===== config.mk =====
export PLATFORM = sky130hd
export DESIGN_NAME = websocket_frame_deframer
export DESIGN_NICKNAME = d
export VERILOG_FILES = /design/src/rtl/wsdf_pkg.sv /design/src/rtl/websocket_frame_deframer.sv
export SDC_FILE = /design/constraint.sdc
export NUM_CORES = 1
export LEC_CHECK = 0
export BUFFER_PORTS_ARGS = -buffer_cell sky130_fd_sc_hd__buf_2
export CORE_UTILIZATION = 50
export DETAILED_ROUTE_END_ITERATION = 12
export PLACE_DENSITY = 0.73
export SYNTH_ARGS = -nofsm -noshare
export SYNTH_HDL_FRONTEND = slang
export SYNTH_SLANG_ARGS = --single-unit

===== constraint.sdc =====
create_clock -name clk -period 6.4 [get_ports clk]
set_input_delay 1.28 -clock clk [delete_from_list [all_inputs] [get_ports clk]]
set_output_delay 1.28 -clock clk [all_outputs]
set_load 0.03 [all_outputs]

===== src/rtl/wsdf_pkg.sv =====
`timescale 1ns / 1ps
// ----------------------------------------------------------------------------
// wsdf_pkg
// Types and constants shared by the frame deframer.
// ----------------------------------------------------------------------------
package wsdf_pkg;

  typedef enum logic [2:0] {
    PH_HDR0 = 3'd0,
    PH_HDR1 = 3'd1,
    PH_EXT  = 3'd2,
    PH_KEY  = 3'd3,
    PH_DATA = 3'd4,
    PH_DOWN = 3'd5
  } phase_t;

  typedef enum logic [1:0] {
    ERR_NONE    = 2'd0,
    ERR_TOO_BIG = 2'd1,
    ERR_INVALID = 2'd2
  } err_t;

  typedef enum logic [2:0] {
    KIND_TEXT   = 3'd0,
    KIND_BINARY = 3'd1,
    KIND_PING   = 3'd2,
    KIND_PONG   = 3'd3,
    KIND_CLOSE  = 3'd4,
    KIND_OTHER  = 3'd5
  } kind_t;

  localparam logic [3:0]  OP_CONT   = 4'h0;
  localparam logic [3:0]  OP_TEXT   = 4'h1;
  localparam logic [3:0]  OP_BINARY = 4'h2;
  localparam logic [3:0]  OP_CLOSE  = 4'h8;
  localparam logic [3:0]  OP_PING   = 4'h9;
  localparam logic [3:0]  OP_PONG   = 4'hA;

  localparam logic [6:0]  LEN7_EXT16 = 7'd126;
  localparam logic [6:0]  LEN7_EXT64 = 7'd127;
  localparam logic [3:0]  EXT16_BYTES = 4'd2;
  localparam logic [3:0]  EXT64_BYTES = 4'd8;
  localparam logic [31:0] CTRL_MAX_LEN = 32'd125;
  localparam logic [31:0] MAX_LEN_RESET = 32'd65536;

  function automatic kind_t kind_of(input logic [3:0] op);
    kind_t k;
    case (op)
      OP_TEXT:   k = KIND_TEXT;
      OP_BINARY: k = KIND_BINARY;
      OP_PING:   k = KIND_PING;
      OP_PONG:   k = KIND_PONG;
      OP_CLOSE:  k = KIND_CLOSE;
      default:   k = KIND_OTHER;
    endcase
    return k;
  endfunction

  function automatic logic op_known(input logic [3:0] op);
    return (op == OP_CONT) || (op == OP_TEXT) || (op == OP_BINARY) ||
           (op == OP_CLOSE) || (op == OP_PING) || (op == OP_PONG);
  endfunction

endpackage


===== src/rtl/websocket_frame_deframer.sv =====
`timescale 1ns / 1ps
// A result enters the output register in the cycle after its word is taken.
// Throughput: one word per cycle while the output is not stalled; a single pass
// of header/length/unmask logic between the parse state and the output register.
// Reset (rst, synchronous): parser waits for a first header byte,
// max_len = 65536, output register empty.
// ----------------------------------------------------------------------------
// websocket_frame_deframer
// Parses the incoming frame stream byte by byte and emits unmasked payload
// bytes, empty-frame markers and error results.
// ----------------------------------------------------------------------------
module websocket_frame_deframer
  import wsdf_pkg::*;
(
  input  logic        clk,
  input  logic        rst,

  input  logic        cfg_valid,
  output logic        cfg_ready,
  input  logic [31:0] max_payload_len,

  input  logic        rx_valid,
  output logic        rx_stall,
  input  logic [7:0]  rx_byte,

  output logic        res_valid,
  input  logic        res_stall,
  output logic [7:0]  out_byte,
  output logic        carries_byte,
  output logic [2:0]  frame_kind,
  output logic        frame_end,
  output logic        final_fragment,
  output logic [1:0]  error_code,
  output logic        link_up
);

  logic [31:0] max_len;

  phase_t      phase, phase_next;
  logic        hdr_final, hdr_final_next;
  logic [3:0]  hdr_opcode, hdr_opcode_next;
  logic        hdr_masked, hdr_masked_next;
  logic [3:0]  ext_left, ext_left_next;
  logic [31:0] rem_len, rem_len_next;
  logic        len_hi, len_hi_next;
  logic [31:0] key_word, key_word_next;
  logic [1:0]  key_phase, key_phase_next;

  logic        accept;
  logic [31:0] cand_len;
  logic        cand_hi;
  logic        masked_eff;
  logic        len_done, too_big, key_done, hdr_done, invalid, empty;
  logic        data_last;
  logic [7:0]  key_byte;

  logic        r_any;
  logic [7:0]  r_byte;
  logic        r_carries, r_end, r_up;
  err_t        r_err;

  assign cfg_ready = 1'b1;
  assign rx_stall  = res_valid & res_stall;
  assign accept    = rx_valid & ~rx_stall;

  // length / header decode
  always_comb begin
    case (phase)
      PH_HDR1: cand_len = {25'd0, rx_byte[6:0]};
      PH_EXT:  cand_len = {rem_len[23:0], rx_byte};
      default: cand_len = rem_len;
    endcase
    cand_hi    = (phase == PH_EXT) ? (len_hi | (rem_len[31:24] != 8'd0)) : len_hi;
    masked_eff = (phase == PH_HDR1) ? rx_byte[7] : hdr_masked;
    len_done   = ((phase == PH_HDR1) && (rx_byte[6:0] != LEN7_EXT16) &&
                  (rx_byte[6:0] != LEN7_EXT64)) ||
                 ((phase == PH_EXT) && (ext_left == 4'd1));
    too_big    = cand_hi || (cand_len > max_len);
    key_done   = (phase == PH_KEY) && (key_phase == 2'd3);
    hdr_done   = (len_done && !too_big && !masked_eff) || key_done;
    invalid    = !op_known(hdr_opcode) ||
                 (hdr_opcode[3] && (!hdr_final || (cand_len > CTRL_MAX_LEN)));
    empty      = (cand_len == 32'd0);
    data_last  = (rem_len == 32'd1);
    key_byte   = key_word[8*(3-key_phase) +: 8];
  end

  // next state
  always_comb begin
    phase_next      = phase;
    hdr_final_next  = hdr_final;
    hdr_opcode_next = hdr_opcode;
    hdr_masked_next = hdr_masked;
    ext_left_next   = ext_left;
    rem_len_next    = rem_len;
    len_hi_next     = len_hi;
    key_word_next   = key_word;
    key_phase_next  = key_phase;
    case (phase)
      PH_HDR0: begin
        hdr_final_next  = rx_byte[7];
        hdr_opcode_next = rx_byte[3:0];
        key_word_next   = 32'd0;
        key_phase_next  = 2'd0;
        phase_next      = PH_HDR1;
      end
      PH_HDR1: begin
        hdr_masked_next = rx_byte[7];
        len_hi_next     = 1'b0;
        rem_len_next    = cand_len;
        if (rx_byte[6:0] == LEN7_EXT16) begin
          rem_len_next  = 32'd0;
          ext_left_next = EXT16_BYTES;
          phase_next    = PH_EXT;
        end else if (rx_byte[6:0] == LEN7_EXT64) begin
          rem_len_next  = 32'd0;
          ext_left_next = EXT64_BYTES;
          phase_next    = PH_EXT;
        end
      end
      PH_EXT: begin
        rem_len_next  = cand_len;
        len_hi_next   = cand_hi;
        ext_left_next = ext_left - 4'd1;
      end
      PH_KEY: begin
        key_word_next  = {key_word[23:0], rx_byte};
        key_phase_next = key_phase + 2'd1;
      end
      PH_DATA: begin
        key_phase_next = key_phase + 2'd1;
        rem_len_next   = rem_len - 32'd1;
        if (data_last) begin
          phase_next = (hdr_opcode == OP_CLOSE) ? PH_DOWN : PH_HDR0;
        end
      end
      PH_DOWN: begin
        phase_next = PH_DOWN;
      end
      default: begin
        phase_next = PH_DOWN;
      end
    endcase

    if (len_done) begin
      if (too_big) begin
        phase_next = PH_DOWN;
      end else if (masked_eff) begin
        key_phase_next = 2'd0;
        phase_next     = PH_KEY;
      end
    end
    if (hdr_done) begin
      key_phase_next = 2'd0;
      if (invalid) begin
        phase_next = PH_DOWN;
      end else if (empty) begin
        phase_next = (hdr_opcode == OP_CLOSE) ? PH_DOWN : PH_HDR0;
      end else begin
        phase_next = PH_DATA;
      end
    end
  end

  // result
  always_comb begin
    r_any     = 1'b0;
    r_byte    = 8'd0;
    r_carries = 1'b0;
    r_end     = 1'b1;
    r_err     = ERR_NONE;
    r_up      = 1'b1;
    if (len_done && too_big) begin
      r_any = 1'b1;
      r_err = ERR_TOO_BIG;
      r_up  = 1'b0;
    end else if (hdr_done && invalid) begin
      r_any = 1'b1;
      r_err = ERR_INVALID;
      r_up  = 1'b0;
    end else if (hdr_done && empty) begin
      r_any = 1'b1;
      r_up  = (hdr_opcode != OP_CLOSE);
    end else if (phase == PH_DATA) begin
      r_any     = 1'b1;
      r_byte    = rx_byte ^ key_byte;
      r_carries = 1'b1;
      r_end     = data_last;
      r_up      = !(data_last && (hdr_opcode == OP_CLOSE));
    end
  end

  always_ff @(posedge clk) begin
    if (rst) begin
      max_len <= MAX_LEN_RESET;
    end else if (cfg_valid && cfg_ready) begin
      max_len <= max_payload_len;
    end
  end

  always_ff @(posedge clk) begin
    if (rst) begin
      phase      <= PH_HDR0;
      hdr_final  <= 1'b0;
      hdr_opcode <= 4'd0;
      hdr_masked <= 1'b0;
      ext_left   <= 4'd0;
      rem_len    <= 32'd0;
      len_hi     <= 1'b0;
      key_word   <= 32'd0;
      key_phase  <= 2'd0;
    end else if (accept) begin
      phase      <= phase_next;
      hdr_final  <= hdr_final_next;
      hdr_opcode <= hdr_opcode_next;
      hdr_masked <= hdr_masked_next;
      ext_left   <= ext_left_next;
      rem_len    <= rem_len_next;
      len_hi     <= len_hi_next;
      key_word   <= key_word_next;
      key_phase  <= key_phase_next;
    end
  end

  always_ff @(posedge clk) begin
    if (rst) begin
      res_valid <= 1'b0;
    end else if (accept && r_any) begin
      res_valid <= 1'b1;
    end else if (!res_stall) begin
      res_valid <= 1'b0;
    end
  end

  always_ff @(posedge clk) begin
    if (accept && r_any) begin
      out_byte       <= r_byte;
      carries_byte   <= r_carries;
      frame_kind     <= kind_of(hdr_opcode);
      frame_end      <= r_end;
      final_fragment <= hdr_final;
      error_code     <= r_err;
      link_up        <= r_up;
    end
  end

`ifndef SYNTHESIS
  a_err_drops_link: assert property (@(posedge clk) disable iff (rst)
    res_valid && (error_code != ERR_NONE) |-> !link_up && frame_end && !carries_byte)
    else $error("error result without link drop");

  a_down_on_link_loss: assert property (@(posedge clk) disable iff (rst)
    res_valid && !link_up |-> phase == PH_DOWN)
    else $error("link reported down while parser still running");

  a_down_sticky: assert property (@(posedge clk) disable iff (rst)
    phase == PH_DOWN |=> phase == PH_DOWN)
    else $error("parser left the down state");

  a_byte_no_error: assert property (@(posedge clk) disable iff (rst)
    res_valid && carries_byte |-> error_code == ERR_NONE)
    else $error("payload word tagged with an error");
`endif

endmodule

# ---- After elaboration in Yosys (flattened, before gate mapping)
# Cells that the tools add are included.
dict set report totals {
  in_bits 45
  output_inout_bits 20
  reg_bits 130
}
dict set report op_classes {
  order_cmp 2
  n_eq_ne 19
  shifts 1
  add_sub_neg 4
  n_reduce_logical 44
  bitwise 6
  mux 37
}
# operator count
set op_table {}
lappend op_table {{32-bit one-hot mux with 2 select lines} 2}
lappend op_table {{32-bit one-hot mux with 3 select lines} 1}
lappend op_table {{32-bit two-way mux} 2}
lappend op_table {{32-bit by 33-bit indexed part select with 8-bit output} 1}
lappend op_table {{32-bit by 1-bit == test with 1-bit output (second input constant)} 1}
lappend op_table {{32-bit > comparator} 1}
lappend op_table {{32-bit by 7-bit > comparator with 1-bit output (second input constant)} 1}
lappend op_table {{32-bit zero test} 1}
lappend op_table {{32-bit by 1-bit subtractor with 32-bit output (second input constant)} 1}
lappend op_table {{3-bit two-way mux} 10}
lappend op_table {{3-bit one-hot mux with 5 select lines} 1}
lappend op_table {{7-bit == test (second input constant)} 2}
lappend op_table {{7-bit != test (second input constant)} 2}
lappend op_table {{4-bit == test (second input constant)} 3}
lappend op_table {{1-bit logical AND} 12}
lappend op_table {{3-bit one-hot mux with 4 select lines} 1}
lappend op_table {{1-bit logical OR} 10}
lappend op_table {{1-bit two-way mux} 10}
lappend op_table {{2-bit two-way mux} 5}
lappend op_table {{4-bit by 1-bit == test with 1-bit output (second input constant)} 2}
lappend op_table {{4-bit two-way mux} 2}
lappend op_table {{4-bit one-hot mux with 2 select lines} 1}
lappend op_table {{2-bit AND reduction} 4}
lappend op_table {{8-bit nonzero test} 1}
lappend op_table {{other kinds (26)} 36}

# ---- Depth between registers and ports, before layout
# Gate-level depths: netlist (run 1).
dict set report logic_depth {
  depth_word 14
  depth_mapped 18
}

# ---- Worst setup path after synthesis (run 1)
# Ideal clock, no wire load.
dict set report synth_timing {
  kind {input to register}
  start {in rx_byte[7]}
  end {reg carries_byte (enable)}
  arrival_ns 4.210
  setup_slack_ns 1.789
  required_ns 5.999
  path_stages 13
  setup_ns 0.401
  path_cell_list {clkbuf_1 > nand2_1 > a2bb2oi_1 > nor2_1 > nand2b_1 > ha_1 > nand2_1 > nor4_1 > a221o_1 > o311ai_0 > a31o_2 > o21ai_1 > a31oi_1}
}
dict set report synth_between {
  elab_chain_cells 12
  word_cells_on_any_way 21
  cone_classes {order compare (2); mux (5); reduce/logical (14)}
}
# element line
set synth_lines {}
lappend synth_lines {{start: declaration} websocket_frame_deframer.sv:24} ;# input logic [7:0] rx_byte,
lappend synth_lines {{32-bit one-hot mux with 2 select lines} websocket_frame_deframer.sv:68} ;# case (phase)
lappend synth_lines {{32-bit > comparator} websocket_frame_deframer.sv:78} ;# too_big = cand_hi || (cand_len > max_len);
lappend synth_lines {{1-bit logical OR} websocket_frame_deframer.sv:78}
lappend synth_lines {{1-bit zero test} websocket_frame_deframer.sv:80} ;# hdr_done = (len_done && !too_big && !masked_eff) || key_done;
lappend synth_lines {{1-bit logical AND (2 in a row)} websocket_frame_deframer.sv:80}
lappend synth_lines {{1-bit logical OR} websocket_frame_deframer.sv:80}
lappend synth_lines {{1-bit logical AND} websocket_frame_deframer.sv:181} ;# end else if (hdr_done && empty) begin
lappend synth_lines {{1-bit two-way mux} websocket_frame_deframer.sv:181}
lappend synth_lines {{1-bit two-way mux} websocket_frame_deframer.sv:177} ;# end else if (hdr_done && invalid) begin
lappend synth_lines {{1-bit two-way mux (*)} websocket_frame_deframer.sv:173} ;# if (len_done && too_big) begin
lappend synth_lines {{1-bit logical AND (*)} websocket_frame_deframer.sv:236} ;# if (accept && r_any) begin
lappend synth_lines {{end signal: assignment} websocket_frame_deframer.sv:238} ;# carries_byte <= r_carries;
lappend synth_lines {{end: declaration} websocket_frame_deframer.sv:29} ;# output logic carries_byte,
# Mark *: on every way between the ends. The rest lies on a longest branch, timed or not.
# A chain may end at the register's enable or synchronous reset.

# ---- Worst setup path in the final report (run 1)
dict set report layout_timing {
  start {reg phase[0]}
  end {reg link_up (enable)}
}
dict set report layout_between {
  elab_chain_cells 13
  word_cells_on_any_way 32
  cone_classes {order compare (2); eq/ne (4); mux (7); reduce/logical (19)}
}
# element line
set layout_lines {}
lappend layout_lines {{start: declaration} websocket_frame_deframer.sv:39} ;# phase_t phase, phase_next;
lappend layout_lines {{start signal: assignment} websocket_frame_deframer.sv:213} ;# phase <= phase_next;
lappend layout_lines {{3-bit by 2-bit == test with 1-bit output or 3-bit by 1-bit == test with 1-bit output (tied branches)} --}
lappend layout_lines {{32-bit one-hot mux with 2 select lines} websocket_frame_deframer.sv:68}
lappend layout_lines {{32-bit > comparator} websocket_frame_deframer.sv:78}
lappend layout_lines {{1-bit logical OR} websocket_frame_deframer.sv:78}
lappend layout_lines {{1-bit zero test} websocket_frame_deframer.sv:80}
lappend layout_lines {{1-bit logical AND (2 in a row)} websocket_frame_deframer.sv:80}
lappend layout_lines {{1-bit logical OR} websocket_frame_deframer.sv:80}
lappend layout_lines {{1-bit logical AND} websocket_frame_deframer.sv:181}
lappend layout_lines {{1-bit two-way mux} websocket_frame_deframer.sv:181}
lappend layout_lines {{1-bit two-way mux} websocket_frame_deframer.sv:177}
lappend layout_lines {{1-bit two-way mux (*)} websocket_frame_deframer.sv:173}
lappend layout_lines {{1-bit logical AND (*)} websocket_frame_deframer.sv:236}
lappend layout_lines {{end signal: assignment} websocket_frame_deframer.sv:243} ;# link_up <= r_up;
lappend layout_lines {{end: declaration} websocket_frame_deframer.sv:34} ;# output logic link_up
# Marked as above.

==> report_table.html, run 1 <==
<table>
<tr><th>Metric</th><th>Value</th></tr>
<tr><th colspan="2">Outcome</th></tr>
<tr><td>Result of the run</td><td>complete, no violations</td></tr>
<tr><th colspan="2">Min path</th></tr>
<tr><td>Worst min-delay path class</td><td>register to register</td></tr>
<tr><td>Origin of the worst min-delay path</td><td>hdr_final</td></tr>
<tr><td>Hold Crit Endpoint</td><td>final_fragment</td></tr>
<tr><td>Cell count of the worst hold path</td><td>0</td></tr>
<tr><th colspan="2">Die</th></tr>
<tr><td>Overall die height</td><td>126 µm</td></tr>
<tr><td>Number of I/O pins</td><td>65</td></tr>
<tr><td>Die area</td><td>16000 µm²</td></tr>
<tr><td>DIE WIDTH</td><td>126 µm</td></tr>
<tr><td>Number of standard-cell rows in the floorplan</td><td>45</td></tr>
<tr><td>Core area</td><td>15100 µm²</td></tr>
<tr><td>Starting density of the core</td><td>51.2%</td></tr>
<tr><th colspan="2">Layout</th></tr>
<tr><td>Number of inserted diodes</td><td>0</td></tr>
<tr><td>Most frequent standard cell in the layout excluding fill and tap cells</td><td>sky130_fd_sc_hd__nor2_1</td></tr>
<tr><td>Share of layout cells above drive strength 1</td><td>12.7%</td></tr>
<tr><td>Final non-filler cell total</td><td>1177</td></tr>
<tr><td>Count of nets after finishing</td><td>1058</td></tr>
<tr><td>Area growth syn-to-layout</td><td>11.2%</td></tr>
<tr><td>Top library cells by usage in the layout, fill and taps aside</td><td>sky130_fd_sc_hd__nor2_1 (141), sky130_fd_sc_hd__dfxtp_1 (113), sky130_fd_sc_hd__nand2_1 (86)</td></tr>
<tr><th colspan="2">Routing</th></tr>
<tr><td>Total wirelength of the detailed-routed design</td><td>20600 µm</td></tr>
<tr><td>DRC violation count after routing</td><td>0</td></tr>
<tr><td>Pre-antenna DRT Iters</td><td>7</td></tr>
<tr><td>Post-DRT Antenna Nets</td><td>0</td></tr>
<tr><td>Vias after detailed routing</td><td>7286</td></tr>
<tr><td>Number of violations reported at the end of detailed-routing iteration 0</td><td>731</td></tr>
<tr><td>Detailed-route vias per instance</td><td>6.19</td></tr>
<tr><td>Post-DR wirelength/cell</td><td>17.5 µm</td></tr>
<tr><th colspan="2">Synth</th></tr>
<tr><td>Net count after synthesis</td><td>1043</td></tr>
<tr><td>Complex-gate fraction of the synthesized area</td><td>20.7%</td></tr>
<tr><td>Largest family of logic cells by synthesized area</td><td>simple AND/OR/NAND/NOR gates</td></tr>
<tr><td>Share of flip-flops with an asynchronous set or reset</td><td>0%</td></tr>
<tr><td>Area share of and/or/nand/nor cells after synthesis</td><td>21.7%</td></tr>
<tr><td>Flip-flop cell with the highest count after synthesis</td><td>sky130_fd_sc_hd__dfxtp_1</td></tr>
<tr><td>Number of library cell types mapped by synthesis</td><td>61</td></tr>
<tr><td>EDFF count, synth</td><td>17</td></tr>
<tr><td>Yosys reg bits</td><td>130</td></tr>
<tr><td>Cell area after synthesis</td><td>7750 µm²</td></tr>
<tr><td>Xor and xnor area share after synthesis</td><td>1.47%</td></tr>
<tr><td>Mean area per synthesized cell</td><td>8.06 µm²</td></tr>
<tr><td>Share of synthesized area spent on multiplexers</td><td>7.80%</td></tr>
<tr><td>Post-synthesis instance total</td><td>961</td></tr>
<tr><td>Proportion of synthesized chip area in sequential cells</td><td>35.8%</td></tr>
<tr><td>Yosys warning count</td><td>0</td></tr>
<tr><td>Post-synthesis adder-cell area fraction</td><td>5.97%</td></tr>
<tr><th colspan="2">Clock network</th></tr>
<tr><td>Clk sinks</td><td>130</td></tr>
<tr><td>Clock insertion delay at the later pin of the skew report</td><td>0.43 ns</td></tr>
<tr><td>Clock transition at path regs</td><td>0.06 ns</td></tr>
<tr><td>TritonCTS clock tree</td><td>built</td></tr>
<tr><td>Gates resized, CTS repair</td><td>0</td></tr>
<tr><td>Number of clock buffers inserted by TritonCTS</td><td>17</td></tr>
<tr><td>Hold-fix buffer count after cts</td><td>0</td></tr>
<tr><td>Total setup buffers inserted after CTS</td><td>0</td></tr>
<tr><td>Buffer levels on the longest clock path</td><td>2</td></tr>
<tr><td>Number of H-tree levels</td><td>4</td></tr>
<tr><td>Clock root cell</td><td>sky130_fd_sc_hd__clkbuf_16</td></tr>
<tr><th colspan="2">Setup path</th></tr>
<tr><td>Startpoint-to-endpoint class of the critical path</td><td>register to register</td></tr>
<tr><td>CP Max Fanout</td><td>27</td></tr>
<tr><td>Launching element type of the critical path</td><td>register</td></tr>
<tr><td>Flop-to-flop setup slack</td><td>1.34 ns</td></tr>
<tr><td>Reg-to-reg critical path startpoint</td><td>phase[0]</td></tr>
<tr><td>Crit. End Element</td><td>register</td></tr>
<tr><td>Crit Reg-Reg Endpoint</td><td>link_up</td></tr>
<tr><td>Worst path arrival time</td><td>5.17 ns</td></tr>
<tr><td>CP Data Required Time</td><td>6.51 ns</td></tr>
<tr><td>Cells on worst reg2reg path</td><td>15</td></tr>
<tr><th colspan="2">Timing</th></tr>
<tr><td>Number of failing setup endpoints in the final timing report</td><td>0</td></tr>
<tr><td>Worst rel slew slack</td><td>13.9%</td></tr>
<tr><td>RSZ-0062 raised after global routing</td><td>false</td></tr>
<tr><td>Fin Setup TNS</td><td>0 ns</td></tr>
<tr><td>Clock period minus worst slack</td><td>5.06 ns</td></tr>
<tr><td>Number of endpoints with negative hold slack in the final report</td><td>0</td></tr>
<tr><td>Final worst setup slack</td><td>1.34 ns</td></tr>
<tr><td>Worst clock skew</td><td>0.00924 ns</td></tr>
<tr><td>Period utilization</td><td>79.1%</td></tr>
<tr><td>F_max</td><td>198 MHz</td></tr>
<tr><td>Worst hold slack</td><td>0.486 ns</td></tr>
<tr><td>Worst slew pin tran</td><td>1.29 ns</td></tr>
<tr><td>Fin. max-slew vios</td><td>0</td></tr>
<tr><th colspan="2">Global route</th></tr>
<tr><td>Maximum number of pins on one net before global-route repair</td><td>58</td></tr>
<tr><td>Number of global-route vias before repair</td><td>6632</td></tr>
<tr><td>First-pass GRT wire length</td><td>33900 µm</td></tr>
<tr><td>Antenna violations before repair</td><td>0</td></tr>
<tr><td>Global router's overall resource usage</td><td>26.5%</td></tr>
<tr><td>Total gr overflow</td><td>0</td></tr>
<tr><th colspan="2">Pwr</th></tr>
<tr><td>Peak supply drop</td><td>0.235 mV</td></tr>
<tr><td>Tot Pwr</td><td>2510 µW</td></tr>
<tr><td>Power density normalized to cell area</td><td>291 nW/µm²</td></tr>
<tr><td>Leakage power summed over all cells</td><td>0.00346 µW</td></tr>
<tr><th colspan="2">Placement</th></tr>
<tr><td>DP HPWL</td><td>14300 µm</td></tr>
<tr><td>Number of port buffers</td><td>63</td></tr>
<tr><td>Final RePlAce weighted congestion</td><td>0.909</td></tr>
<tr><td>Worst slack at placement</td><td>1.48 ns</td></tr>
<tr><td>Post-Place Cells</td><td>1145</td></tr>
<tr><th colspan="2">Flow run</th></tr>
<tr><td>Number of violations of the max-capacitance limit</td><td>0</td></tr>
</table>
-- flip-flops by register name, summed over array words and instances, names as in the netlist, 2 cells and up --
signal and flops:
rem_len 32, phase 3, frame_kind 3, key_phase 2, hdr_opcode 4, ext_left 4, out_byte 8, max_len 32
key_word 32, error_code 2
-- synth_stat cells, drive strengths merged, types with 2 or more instances --
| cell | n | share of area (%) |
|---|---|---|
| o311ai | 3 | 0.34 |
| ha | 37 | 6.0 |
| or3 | 8 | 0.65 |
| nor3b | 21 | 2.0 |
| or2 | 3 | 0.24 |
| and2 | 6 | 0.48 |
| mux2 | 3 | 0.44 |
| nor2 | 142 | 6.9 |
| nor3 | 19 | 1.2 |
| a22oi | 49 | 4.7 |
| o31ai | 4 | 0.39 |
| and4 | 2 | 0.23 |
| nand2b | 12 | 0.97 |
| nor4 | 13 | 1.1 |
| or4 | 4 | 0.39 |
| a221oi | 10 | 1.1 |
| mux4 | 8 | 2.3 |
| o41ai | 3 | 0.34 |
| a21o | 4 | 0.39 |
| clkbuf | 66 | 3.2 |
| a31o | 2 | 0.23 |
| a2111oi | 2 | 0.23 |
| mux2i | 39 | 5.0 |
| a2bb2oi | 2 | 0.23 |
| a31oi | 7 | 0.57 |
| o22ai | 6 | 0.48 |
| xor2 | 2 | 0.23 |
| a221o | 15 | 1.9 |
| o21ai | 56 | 3.6 |
| xnor2 | 11 | 1.2 |
| nor2b | 7 | 0.57 |
| edfxtp | 17 | 6.6 |
| dfxtp | 113 | 29 |
| and3 | 2 | 0.16 |
| o21a | 2 | 0.19 |
| a211oi | 6 | 0.58 |
| nand2 | 86 | 4.2 |
| o211ai | 4 | 0.39 |
| nand3b | 5 | 0.48 |
| a21oi | 62 | 4.1 |
| buf | 11 | 0.86 |
| inv | 51 | 2.5 |
| nand4 | 11 | 0.89 |
| nand3 | 15 | 0.97 |
-- through the flow --
step                area (µm²)  util, %
floorplan                 7750        -
global placement          8090     53.4
detailed placement        8090     53.4
CTS                       8620     56.9
global route              8620     56.9
finish                    8620     56.9
-- how the worst max path moves through the flow --
stage / to / start / slack, ns / cells past startpoint
6_report: link_up / phase[0] / 1.34 / 15
4_1_cts: link_up / phase[0] / 1.47 / 15
2_1_floorplan: carries_byte / rx_byte[7] / 1.79 / 13
3_5_place_dp: out_byte[4] / phase[0] / 1.48 / 15
3_3_place_gp: out_byte[2] / phase[0] / 1.55 / 13
5_1_grt: frame_end / phase[0] / 0.97 / 15
-- power breakdown --
group | leakage (µW) | internal (µW) | switching (µW)
sequential | 0.00107 | 877 | 63.0
clock | 0.000249 | 498 | 396
combinational | 0.00214 | 234 | 443
total | 0.00346 | 1610 | 902
-- critical path, stage by stage, from the launching register on --
cell and delay [ns]:
sky130_fd_sc_hd__dfxtp_1 0.94, sky130_fd_sc_hd__buf_4 0.37, sky130_fd_sc_hd__a21o_1 0.65, sky130_fd_sc_hd__nand2_1 0.10
sky130_fd_sc_hd__o311ai_0 0.16, sky130_fd_sc_hd__ha_1 0.35, sky130_fd_sc_hd__a21oi_1 0.15, sky130_fd_sc_hd__o21ai_0 0.15
sky130_fd_sc_hd__a22oi_1 0.27, sky130_fd_sc_hd__nand2_1 0.07, sky130_fd_sc_hd__o311ai_0 0.58, sky130_fd_sc_hd__buf_4 0.24
sky130_fd_sc_hd__a31o_2 0.19, sky130_fd_sc_hd__o21ai_1 0.11, sky130_fd_sc_hd__a31oi_2 0.13, sky130_fd_sc_hd__buf_4 0.28
-- logic make-up (layout without fill, tap and decap cells) --
group	Yosys count	in the layout
mux	50	50
flops	130	130
fa+ha+maj	37	37
other cells	1	1
xor+xnor	13	13
buf+inv	128	156
simple gates	358	358
compound gates	244	244
-- final cells by class --
class / instances / area (µm²)
Tap cell: 188 / 235
Timing Repair Buffer: 73 / 393
Multi-Input combinational cell: 703 / 4490
Clock buffer: 18 / 429
Inverter: 51 / 191
Sequential cell: 130 / 2770
Fill cell: 1403 / 6530
Clock inverter: 14 / 104
-- metal layers --
metal	track usage (%)	routed length, µm	vias to the layer above
li1	-	-	3484
met1	37.2	9210	3459
met2	40.8	9280	300
met3	5.06	1610	43
met4	9.21	452	0
met5	0	0	-
(Power assumes the default switching activity.)
==> inputs of run 2 (changes only) <==
clock period = 5.15 ns   (was 6.4 ns; I/O delays follow)
==> run 2 against run 1 <==
Routed wire length is 0.18% lower. Hold slack improved by 0.0052 ns. Non-clock buffer count is 5 higher. Register-to-register slack lost 0.75 ns. Sequential power grew 24%. Total power is 25% higher. Fmax grew 11%. Clock-buffer cell count is the same. Critical path depth unchanged. Die area is the same.
==> report_table.html, run 2 (same netlist as run 1, synthesis figures left out) <==
<table>
<tr><th>Metric</th><th>Value</th></tr>
<tr><th colspan="2">Die</th></tr>
<tr><td>Number of I/O pins</td><td>65 (unchanged)</td></tr>
<tr><td>Overall die height</td><td>126 µm (unchanged)</td></tr>
<tr><td>Core area</td><td>15100 µm² (unchanged)</td></tr>
<tr><td>Number of standard-cell rows in the floorplan</td><td>45 (unchanged)</td></tr>
<tr><td>DIE WIDTH</td><td>126 µm (unchanged)</td></tr>
<tr><td>Die area</td><td>16000 µm² (unchanged)</td></tr>
<tr><td>Starting density of the core</td><td>51.2% (unchanged)</td></tr>
<tr><th colspan="2">Routing</th></tr>
<tr><td>Pre-antenna DRT Iters</td><td>6 (was 7)</td></tr>
<tr><td>DRC violation count after routing</td><td>0 (unchanged)</td></tr>
<tr><td>Post-DRT Antenna Nets</td><td>0 (unchanged)</td></tr>
<tr><td>Post-DR wirelength/cell</td><td>17.4 µm (was 17.5 µm)</td></tr>
<tr><td>Vias after detailed routing</td><td>7319 (was 7286)</td></tr>
<tr><td>Detailed-route vias per instance</td><td>6.19 (about the same)</td></tr>
<tr><td>Total wirelength of the detailed-routed design</td><td>20500 µm (was 20600 µm)</td></tr>
<tr><td>Number of violations reported at the end of detailed-routing iteration 0</td><td>667 (was 731)</td></tr>
<tr><th colspan="2">Timing</th></tr>
<tr><td>Worst rel slew slack</td><td>37.2% (was 13.9%)</td></tr>
<tr><td>Period utilization</td><td>88.7% (was 79.1%)</td></tr>
<tr><td>Worst slew pin tran</td><td>0.942 ns (was 1.29 ns)</td></tr>
<tr><td>Clock period minus worst slack</td><td>4.57 ns (was 5.06 ns)</td></tr>
<tr><td>Fin Setup TNS</td><td>0 ns (unchanged)</td></tr>
<tr><td>Worst clock skew</td><td>0.0109 ns (was 0.00924 ns)</td></tr>
<tr><td>Number of endpoints with negative hold slack in the final report</td><td>0 (unchanged)</td></tr>
<tr><td>Worst hold slack</td><td>0.491 ns (was 0.486 ns)</td></tr>
<tr><td>Number of failing setup endpoints in the final timing report</td><td>0 (unchanged)</td></tr>
<tr><td>F_max</td><td>219 MHz (was 198 MHz)</td></tr>
<tr><td>RSZ-0062 raised after global routing</td><td>false (unchanged)</td></tr>
<tr><td>Fin. max-slew vios</td><td>0 (unchanged)</td></tr>
<tr><th colspan="2">Layout</th></tr>
<tr><td>Area growth syn-to-layout</td><td>11.7% (was 11.2%)</td></tr>
<tr><td>Leading registers by flop count</td><td>key_word: 32 flops, max_len: 32 flops, rem_len: 32 flops (unchanged)</td></tr>
<tr><td>Footprint of the multi-input gates</td><td>4490 µm² (about the same)</td></tr>
<tr><td>Share of layout cells above drive strength 1</td><td>13.3% (was 12.7%)</td></tr>
<tr><td>Most frequent standard cell in the layout excluding fill and tap cells</td><td>sky130_fd_sc_hd__nor2_1 (unchanged)</td></tr>
<tr><td>Fill cell instance count of the final layout</td><td>1375 (was 1403)</td></tr>
<tr><td>Top library cells by usage in the layout, fill and taps aside</td><td>sky130_fd_sc_hd__nor2_1 (141), sky130_fd_sc_hd__dfxtp_1 (113), sky130_fd_sc_hd__nand2_1 (86) (unchanged)</td></tr>
<tr><td>Count of nets after finishing</td><td>1063 (was 1058)</td></tr>
<tr><td>Number of inserted diodes</td><td>0 (unchanged)</td></tr>
<tr><td>FF+latch area</td><td>2770 µm² (unchanged)</td></tr>
<tr><th colspan="2">Global route</th></tr>
<tr><td>Total gr overflow</td><td>0 (unchanged)</td></tr>
<tr><td>Maximum number of pins on one net before global-route repair</td><td>75 (was 58)</td></tr>
<tr><td>Global router's overall resource usage</td><td>27.0% (was 26.5%)</td></tr>
<tr><td>Number of global-route vias before repair</td><td>6839 (was 6632)</td></tr>
<tr><td>Antenna violations before repair</td><td>0 (unchanged)</td></tr>
<tr><td>First-pass GRT wire length</td><td>34500 µm (was 33900 µm)</td></tr>
<tr><th colspan="2">Clock network</th></tr>
<tr><td>Clock insertion delay at the later pin of the skew report</td><td>0.43 ns (about the same)</td></tr>
<tr><td>Gates resized, CTS repair</td><td>0 (unchanged)</td></tr>
<tr><td>Number of H-tree levels</td><td>4 (unchanged)</td></tr>
<tr><td>Hold-fix buffer count after cts</td><td>0 (unchanged)</td></tr>
<tr><td>Clock transition at path regs</td><td>0.06 ns (about the same)</td></tr>
<tr><td>TritonCTS clock tree</td><td>built (unchanged)</td></tr>
<tr><td>Clk sinks</td><td>130 (unchanged)</td></tr>
<tr><td>Number of clock buffers inserted by TritonCTS</td><td>17 (unchanged)</td></tr>
<tr><td>Clock root cell</td><td>sky130_fd_sc_hd__clkbuf_16 (unchanged)</td></tr>
<tr><td>Total setup buffers inserted after CTS</td><td>0 (unchanged)</td></tr>
<tr><td>Buffer levels on the longest clock path</td><td>2 (unchanged)</td></tr>
<tr><th colspan="2">Pwr</th></tr>
<tr><td>Psw</td><td>1120 µW (was 902 µW)</td></tr>
<tr><td>Part of the power in registers</td><td>37.4% (was 37.5%)</td></tr>
<tr><td>Clock Power Share</td><td>35.4% (was 35.6%)</td></tr>
<tr><td>Tot Pwr</td><td>3130 µW (was 2510 µW)</td></tr>
<tr><td>Peak supply drop</td><td>0.271 mV (was 0.235 mV)</td></tr>
<tr><td>Sw Share</td><td>35.9% (about the same)</td></tr>
<tr><td>Leakage power summed over all cells</td><td>0.00349 µW (was 0.00346 µW)</td></tr>
<tr><td>Int Power</td><td>2010 µW (was 1610 µW)</td></tr>
<tr><td>Power density normalized to cell area</td><td>361 nW/µm² (was 291 nW/µm²)</td></tr>
<tr><td>Share of total power in combinational logic</td><td>27.2% (was 26.9%)</td></tr>
<tr><th colspan="2">Setup path</th></tr>
<tr><td>Launching element type of the critical path</td><td>register (unchanged)</td></tr>
<tr><td>Crit. End Element</td><td>register (unchanged)</td></tr>
<tr><td>Startpoint-to-endpoint class of the critical path</td><td>register to register (unchanged)</td></tr>
<tr><td>Flop-to-flop setup slack</td><td>0.58 ns (was 1.34 ns)</td></tr>
<tr><td>CP Data Required Time</td><td>5.26 ns (was 6.51 ns)</td></tr>
<tr><td>CP Max Fanout</td><td>27 (unchanged)</td></tr>
<tr><td>Worst path arrival time</td><td>4.68 ns (was 5.17 ns)</td></tr>
<tr><th colspan="2">Outcome</th></tr>
<tr><td>Result of the run</td><td>complete, no violations (unchanged)</td></tr>
<tr><th colspan="2">Flow run</th></tr>
<tr><td>Number of violations of the max-capacitance limit</td><td>0 (unchanged)</td></tr>
<tr><th colspan="2">Placement</th></tr>
<tr><td>DP HPWL</td><td>14000 µm (was 14300 µm)</td></tr>
<tr><td>Number of port buffers</td><td>63 (unchanged)</td></tr>
<tr><td>Final RePlAce weighted congestion</td><td>0.881 (was 0.909)</td></tr>
<tr><th colspan="2">Min path</th></tr>
<tr><td>Worst min-delay path class</td><td>register to register (unchanged)</td></tr>
</table>
run 2: cell count changes in the layout (fill, tap and decap cells not counted):
cell,change
sky130_fd_sc_hd__buf_4,+5
sky130_fd_sc_hd__clkinv_1,-2
sky130_fd_sc_hd__clkinv_2,+2
sky130_fd_sc_hd__clkinvlp_4,-1
sky130_fd_sc_hd__inv_4,+1
sky130_fd_sc_hd__o21ai_1,+1
sky130_fd_sc_hd__o21ai_2,-1
run 2: through the flow:
| stage | instances | area, µm² | worst slack [ns] | util (%) |
|---|---|---|---|---|
| global route | 1182 | 8650 | 0.241 | 57.1 |
| floorplan | 961 | 7750 | 0.683 | - |
| finish | 1182 | 8650 | 0.584 | 57.1 |
| CTS | 1182 | 8650 | 0.659 | 57.1 |
| detailed placement | 1150 | 8120 | 0.675 | 53.6 |
| global placement | 1150 | 8120 | 0.699 | 53.6 |
run 2: layer usage:
| metal | share of wire [%] | track usage, % | vias to the layer above |
|---|---|---|---|
| met1 | 44 | 37.0 | 3471 |
| li1 | - | - | 3497 |
| met5 | 0 | 0 | - |
| met4 | 2.5 | 11.7 | 0 |
| met3 | 8.2 | 5.44 | 42 |
| met2 | 45 | 41.3 | 309 |
run 2: path summary, 6_finish.rpt:
| check | start | depth (start not counted) | endpoint |
|---|---|---|---|
| min reg2reg | hdr_final | 0 | final_fragment |
| max reg2reg | phase[1] | 15 | frame_end |
| max | phase[1] | 15 | frame_end |
| min | hdr_final | 0 | final_fragment |
run 2: area by class of cell:
| class | count | area share [%] |
|---|---|---|
| clock inverters | 14 | 1.21 |
| well taps | 188 | 2.72 |
| repair buffers | 78 | 4.97 |
| multi-input cells | 703 | 51.9 |
| clock buffers | 18 | 4.96 |
| inverters | 51 | 2.21 |
| flip-flops and latches | 130 | 32.0 |
run 2: worst max-delay path, cell delays in order, from the launching register on:
cell	delay (ns)
sky130_fd_sc_hd__dfxtp_1	0.68
sky130_fd_sc_hd__buf_4	0.30
sky130_fd_sc_hd__a21o_1	0.67
sky130_fd_sc_hd__nand2_1	0.11
sky130_fd_sc_hd__o311ai_0	0.19
sky130_fd_sc_hd__ha_1	0.37
sky130_fd_sc_hd__a21oi_1	0.13
sky130_fd_sc_hd__o21ai_0	0.09
sky130_fd_sc_hd__a22oi_1	0.23
sky130_fd_sc_hd__nand2_1	0.10
sky130_fd_sc_hd__o311ai_0	0.42
sky130_fd_sc_hd__buf_4	0.22
sky130_fd_sc_hd__a31o_2	0.19
sky130_fd_sc_hd__o21ai_1	0.11
sky130_fd_sc_hd__a31oi_2	0.13
sky130_fd_sc_hd__buf_4	0.29
run 2: power groups by stage:
stage / clock [µW] / sequential, µW / combinational, µW
global placement: 0 / 1190 / 824
finish: 1110 / 1170 / 851
global route: 1170 / 1180 / 947
detailed placement: 0 / 1190 / 829
floorplan: 0 / 1170 / 627
CTS: 1120 / 1170 / 837
==> inputs of run 3 (changes only) <==
CORE_ASPECT_RATIO = 0.5   (was not set)
clock period = 4.9 ns   (was 5.15 ns; I/O delays follow)
==> run 3 against run 2 <==
Setup slack worse by 0.14 ns. Non-clock buffer count down 2. Critical path type unchanged. Cell count is 0.68% higher. Register-to-register slack got worse by 0.14 ns.
==> report_table.html, run 3 (same netlist as run 1, synthesis figures left out) <==
<table>
<tr><th>Metric</th><th>Value</th></tr>
<tr><th colspan="2">Global route</th></tr>
<tr><td>Maximum number of pins on one net before global-route repair</td><td>74 (was 75)</td></tr>
<tr><td>Global router's overall resource usage</td><td>27.2% (was 27.0%)</td></tr>
<tr><td>Number of global-route vias before repair</td><td>6742 (was 6839)</td></tr>
<tr><td>Antenna violations before repair</td><td>0 (unchanged)</td></tr>
<tr><td>First-pass GRT wire length</td><td>34400 µm (was 34500 µm)</td></tr>
<tr><td>Total gr overflow</td><td>0 (unchanged)</td></tr>
<tr><th colspan="2">Clock network</th></tr>
<tr><td>Number of H-tree levels</td><td>4 (unchanged)</td></tr>
<tr><td>Buffer levels on the longest clock path</td><td>2 (unchanged)</td></tr>
<tr><td>Clk sinks</td><td>130 (unchanged)</td></tr>
<tr><td>Clock root cell</td><td>sky130_fd_sc_hd__clkbuf_16 (unchanged)</td></tr>
<tr><td>Gates resized, CTS repair</td><td>0 (unchanged)</td></tr>
<tr><td>Number of clock buffers inserted by TritonCTS</td><td>17 (unchanged)</td></tr>
<tr><td>Clock insertion delay at the later pin of the skew report</td><td>0.43 ns (about the same)</td></tr>
<tr><td>Hold-fix buffer count after cts</td><td>0 (unchanged)</td></tr>
<tr><td>Clock transition at path regs</td><td>0.06 ns (about the same)</td></tr>
<tr><td>Total setup buffers inserted after CTS</td><td>0 (unchanged)</td></tr>
<tr><td>TritonCTS clock tree</td><td>built (unchanged)</td></tr>
<tr><th colspan="2">Setup path</th></tr>
<tr><td>Launching element type of the critical path</td><td>register (unchanged)</td></tr>
<tr><td>Startpoint-to-endpoint class of the critical path</td><td>register to register (unchanged)</td></tr>
<tr><td>Critical path buffer and inverter count</td><td>2 (was 3)</td></tr>
<tr><td>Worst path arrival time</td><td>4.57 ns (was 4.68 ns)</td></tr>
<tr><td>Stages on the worst setup path</td><td>12 (was 15)</td></tr>
<tr><td>Cell Chain, Critical Path</td><td>a21o_1 &gt; a221o_1 &gt; ha_1 &gt; nand4_1 &gt; nor4_1 &gt; nand3_1 &gt; o311ai_0 &gt; buf_4 &gt; a31o_2 &gt; o21ai_1 &gt; a31oi_2 &gt; buf_4 (was buf_4 &gt; a21o_1 &gt; nand2_1 &gt; o311ai_0 &gt; ha_1 &gt; a21oi_1 &gt; o21ai_0 &gt; a22oi_1 &gt; nand2_1 &gt; o311ai_0 &gt; buf_4 &gt; a31o_2 &gt; o21ai_1 &gt; a31oi_2 &gt; buf_4)</td></tr>
<tr><td>CP delay by family, top</td><td>compound AO/OA/AOI/OAI gates (unchanged)</td></tr>
<tr><td>Cells on worst reg2reg path</td><td>12 (was 15)</td></tr>
<tr><td>Crit. End Element</td><td>register (unchanged)</td></tr>
<tr><td>Delay contributed by the slowest stage of the critical path</td><td>0.84 ns (was 0.68 ns)</td></tr>
<tr><td>CP Max Fanout</td><td>27 (unchanged)</td></tr>
<tr><td>Critical Path Most Common Cell</td><td>sky130_fd_sc_hd__buf_4 (unchanged)</td></tr>
<tr><td>Critical Path Slowest Stage Cell</td><td>sky130_fd_sc_hd__dfxtp_1 (unchanged)</td></tr>
<tr><td>CP Data Required Time</td><td>5.01 ns (was 5.26 ns)</td></tr>
<tr><th colspan="2">Min path</th></tr>
<tr><td>Cell count of the worst hold path</td><td>2 (was 0)</td></tr>
<tr><td>Worst min-delay path class</td><td>register to register (unchanged)</td></tr>
<tr><th colspan="2">Pwr</th></tr>
<tr><td>Peak supply drop</td><td>0.284 mV (was 0.271 mV)</td></tr>
<tr><td>Tot Pwr</td><td>3380 µW (was 3130 µW)</td></tr>
<tr><td>Power density normalized to cell area</td><td>388 nW/µm² (was 361 nW/µm²)</td></tr>
<tr><td>Leakage power summed over all cells</td><td>0.00351 µW (was 0.00349 µW)</td></tr>
<tr><th colspan="2">Routing</th></tr>
<tr><td>Pre-antenna DRT Iters</td><td>5 (was 6)</td></tr>
<tr><td>Post-DRT Antenna Nets</td><td>0 (unchanged)</td></tr>
<tr><td>Vias after detailed routing</td><td>7326 (was 7319)</td></tr>
<tr><td>DRC violation count after routing</td><td>0 (unchanged)</td></tr>
<tr><td>Detailed-route vias per instance</td><td>6.16 (was 6.19)</td></tr>
<tr><td>Post-DR wirelength/cell</td><td>17.8 µm (was 17.4 µm)</td></tr>
<tr><td>Total wirelength of the detailed-routed design</td><td>21200 µm (was 20500 µm)</td></tr>
<tr><td>Number of violations reported at the end of detailed-routing iteration 0</td><td>690 (was 667)</td></tr>
<tr><th colspan="2">Timing</th></tr>
<tr><td>F_max</td><td>224 MHz (was 219 MHz)</td></tr>
<tr><td>Number of failing setup endpoints in the final timing report</td><td>0 (unchanged)</td></tr>
<tr><td>Fin Setup TNS</td><td>0 ns (unchanged)</td></tr>
<tr><td>Clock period minus worst slack</td><td>4.46 ns (was 4.57 ns)</td></tr>
<tr><td>Period utilization</td><td>91.0% (was 88.7%)</td></tr>
<tr><td>Fin. max-slew vios</td><td>0 (unchanged)</td></tr>
<tr><td>RSZ-0062 raised after global routing</td><td>false (unchanged)</td></tr>
<tr><td>Worst rel slew slack</td><td>35.1% (was 37.2%)</td></tr>
<tr><td>Worst slew pin tran</td><td>0.966 ns (was 0.942 ns)</td></tr>
<tr><td>Worst clock skew</td><td>0.0104 ns (was 0.0109 ns)</td></tr>
<tr><td>Number of endpoints with negative hold slack in the final report</td><td>0 (unchanged)</td></tr>
<tr><th colspan="2">Die</th></tr>
<tr><td>Number of I/O pins</td><td>65 (unchanged)</td></tr>
<tr><td>Die area</td><td>16000 µm² (about the same)</td></tr>
<tr><td>Overall die height</td><td>90.0 µm (was 126 µm)</td></tr>
<tr><td>Starting density of the core</td><td>52.4% (was 51.2%)</td></tr>
<tr><td>Core area</td><td>14800 µm² (was 15100 µm²)</td></tr>
<tr><td>DIE WIDTH</td><td>178 µm (was 126 µm)</td></tr>
<tr><td>Number of standard-cell rows in the floorplan</td><td>31 (was 45)</td></tr>
<tr><th colspan="2">Placement</th></tr>
<tr><td>DP HPWL</td><td>14800 µm (was 14000 µm)</td></tr>
<tr><td>Number of port buffers</td><td>63 (unchanged)</td></tr>
<tr><td>Placement-stage cell area</td><td>8120 µm² (about the same)</td></tr>
<tr><td>Final RePlAce weighted congestion</td><td>0.955 (was 0.881)</td></tr>
<tr><th colspan="2">Layout</th></tr>
<tr><td>Top library cells by usage in the layout, fill and taps aside</td><td>sky130_fd_sc_hd__nor2_1 (142), sky130_fd_sc_hd__dfxtp_1 (113), sky130_fd_sc_hd__nand2_1 (86) (was sky130_fd_sc_hd__nor2_1 (141), sky130_fd_sc_hd__dfxtp_1 (113), sky130_fd_sc_hd__nand2_1 (86))</td></tr>
<tr><td>Count of nets after finishing</td><td>1061 (was 1063)</td></tr>
<tr><td>FF+latch area</td><td>2770 µm² (unchanged)</td></tr>
<tr><td>Number of inserted diodes</td><td>0 (unchanged)</td></tr>
<tr><td>Area growth syn-to-layout</td><td>12.2% (was 11.7%)</td></tr>
<tr><td>Design Area, Final</td><td>8690 µm² (was 8650 µm²)</td></tr>
<tr><td>Most frequent standard cell in the layout excluding fill and tap cells</td><td>sky130_fd_sc_hd__nor2_1 (unchanged)</td></tr>
<tr><td>Share of layout cells above drive strength 1</td><td>13.0% (was 13.3%)</td></tr>
<tr><td>Leading registers by flop count</td><td>key_word: 32 flops, max_len: 32 flops, rem_len: 32 flops (unchanged)</td></tr>
<tr><td>Fill cell instance count of the final layout</td><td>1308 (was 1375)</td></tr>
<tr><td>Footprint of the multi-input gates</td><td>4490 µm² (about the same)</td></tr>
<tr><th colspan="2">Flow run</th></tr>
<tr><td>Number of violations of the max-capacitance limit</td><td>0 (unchanged)</td></tr>
<tr><th colspan="2">Outcome</th></tr>
<tr><td>Result of the run</td><td>complete, no violations (unchanged)</td></tr>
</table>
## run 3: cell count changes in the layout (fill, tap and decap cells not counted), sizes merged
cell and delta:
buf -2, clkinv +2, inv -2, clkbuf +1
clkinvlp -2, bufinv +1
## run 3: final cells by class
cell class                      instances  share of cell area, %
Inverter                               51                   2.20
Sequential cell                       130                   31.9
Clock inverter                         13                   1.41
Clock buffer                           19                   5.23
Timing Repair Buffer                   76                   4.78
Tap cell                              198                   2.85
Multi-Input combinational cell        703                   51.6
## run 3: worst paths after layout
check,startpoint,to,slack (ns)
worst max-delay path,phase[2],out_byte[0],0.44
worst max register to register,phase[2],out_byte[0],0.44
worst min register to register,max_len[30],max_len[30],0.49
worst min-delay path,max_len[30],max_len[30],0.49
## run 3: through the flow
step | hold slack (ns) | util [%] | instances | setup WS (ns)
floorplan | 0.429 | - | 961 | 0.433
global placement | 0.472 | 54.9 | 1158 | 0.698
detailed placement | 0.471 | 54.9 | 1158 | 0.628
CTS | 0.496 | 58.8 | 1190 | 0.526
global route | 0.521 | 58.8 | 1190 | 0.178
finish | 0.493 | 58.8 | 1190 | 0.442
## run 3: power breakdown
part / total, µW / internal, µW / switching, µW
clock: 1240 / 734 / 507
sequential: 1240 / 1150 / 89.5
combinational: 899 / 310 / 590
## run 3: worst reg2reg max path, delay by kind of cell, from the launching register on
kind / cells / cell delay (ns)
AOI/OAI and AO/OA: 6 / 1.66
and+or+nand+nor: 3 / 0.99
adders and majority gates: 1 / 0.17
DFF: 1 / 0.84
buffers and inverters: 2 / 0.49
## run 3: per-layer routing
| metal | up-vias | track usage (%) | wire length (µm) |
|---|---|---|---|
| li1 | 3488 | - | - |
| met1 | 3467 | 38.0 | 9650 |
| met2 | 333 | 40.5 | 9300 |
| met3 | 36 | 6.56 | 1840 |
| met4 | 2 | 9.26 | 326 |
| met5 | - | 2.88 | 53 |
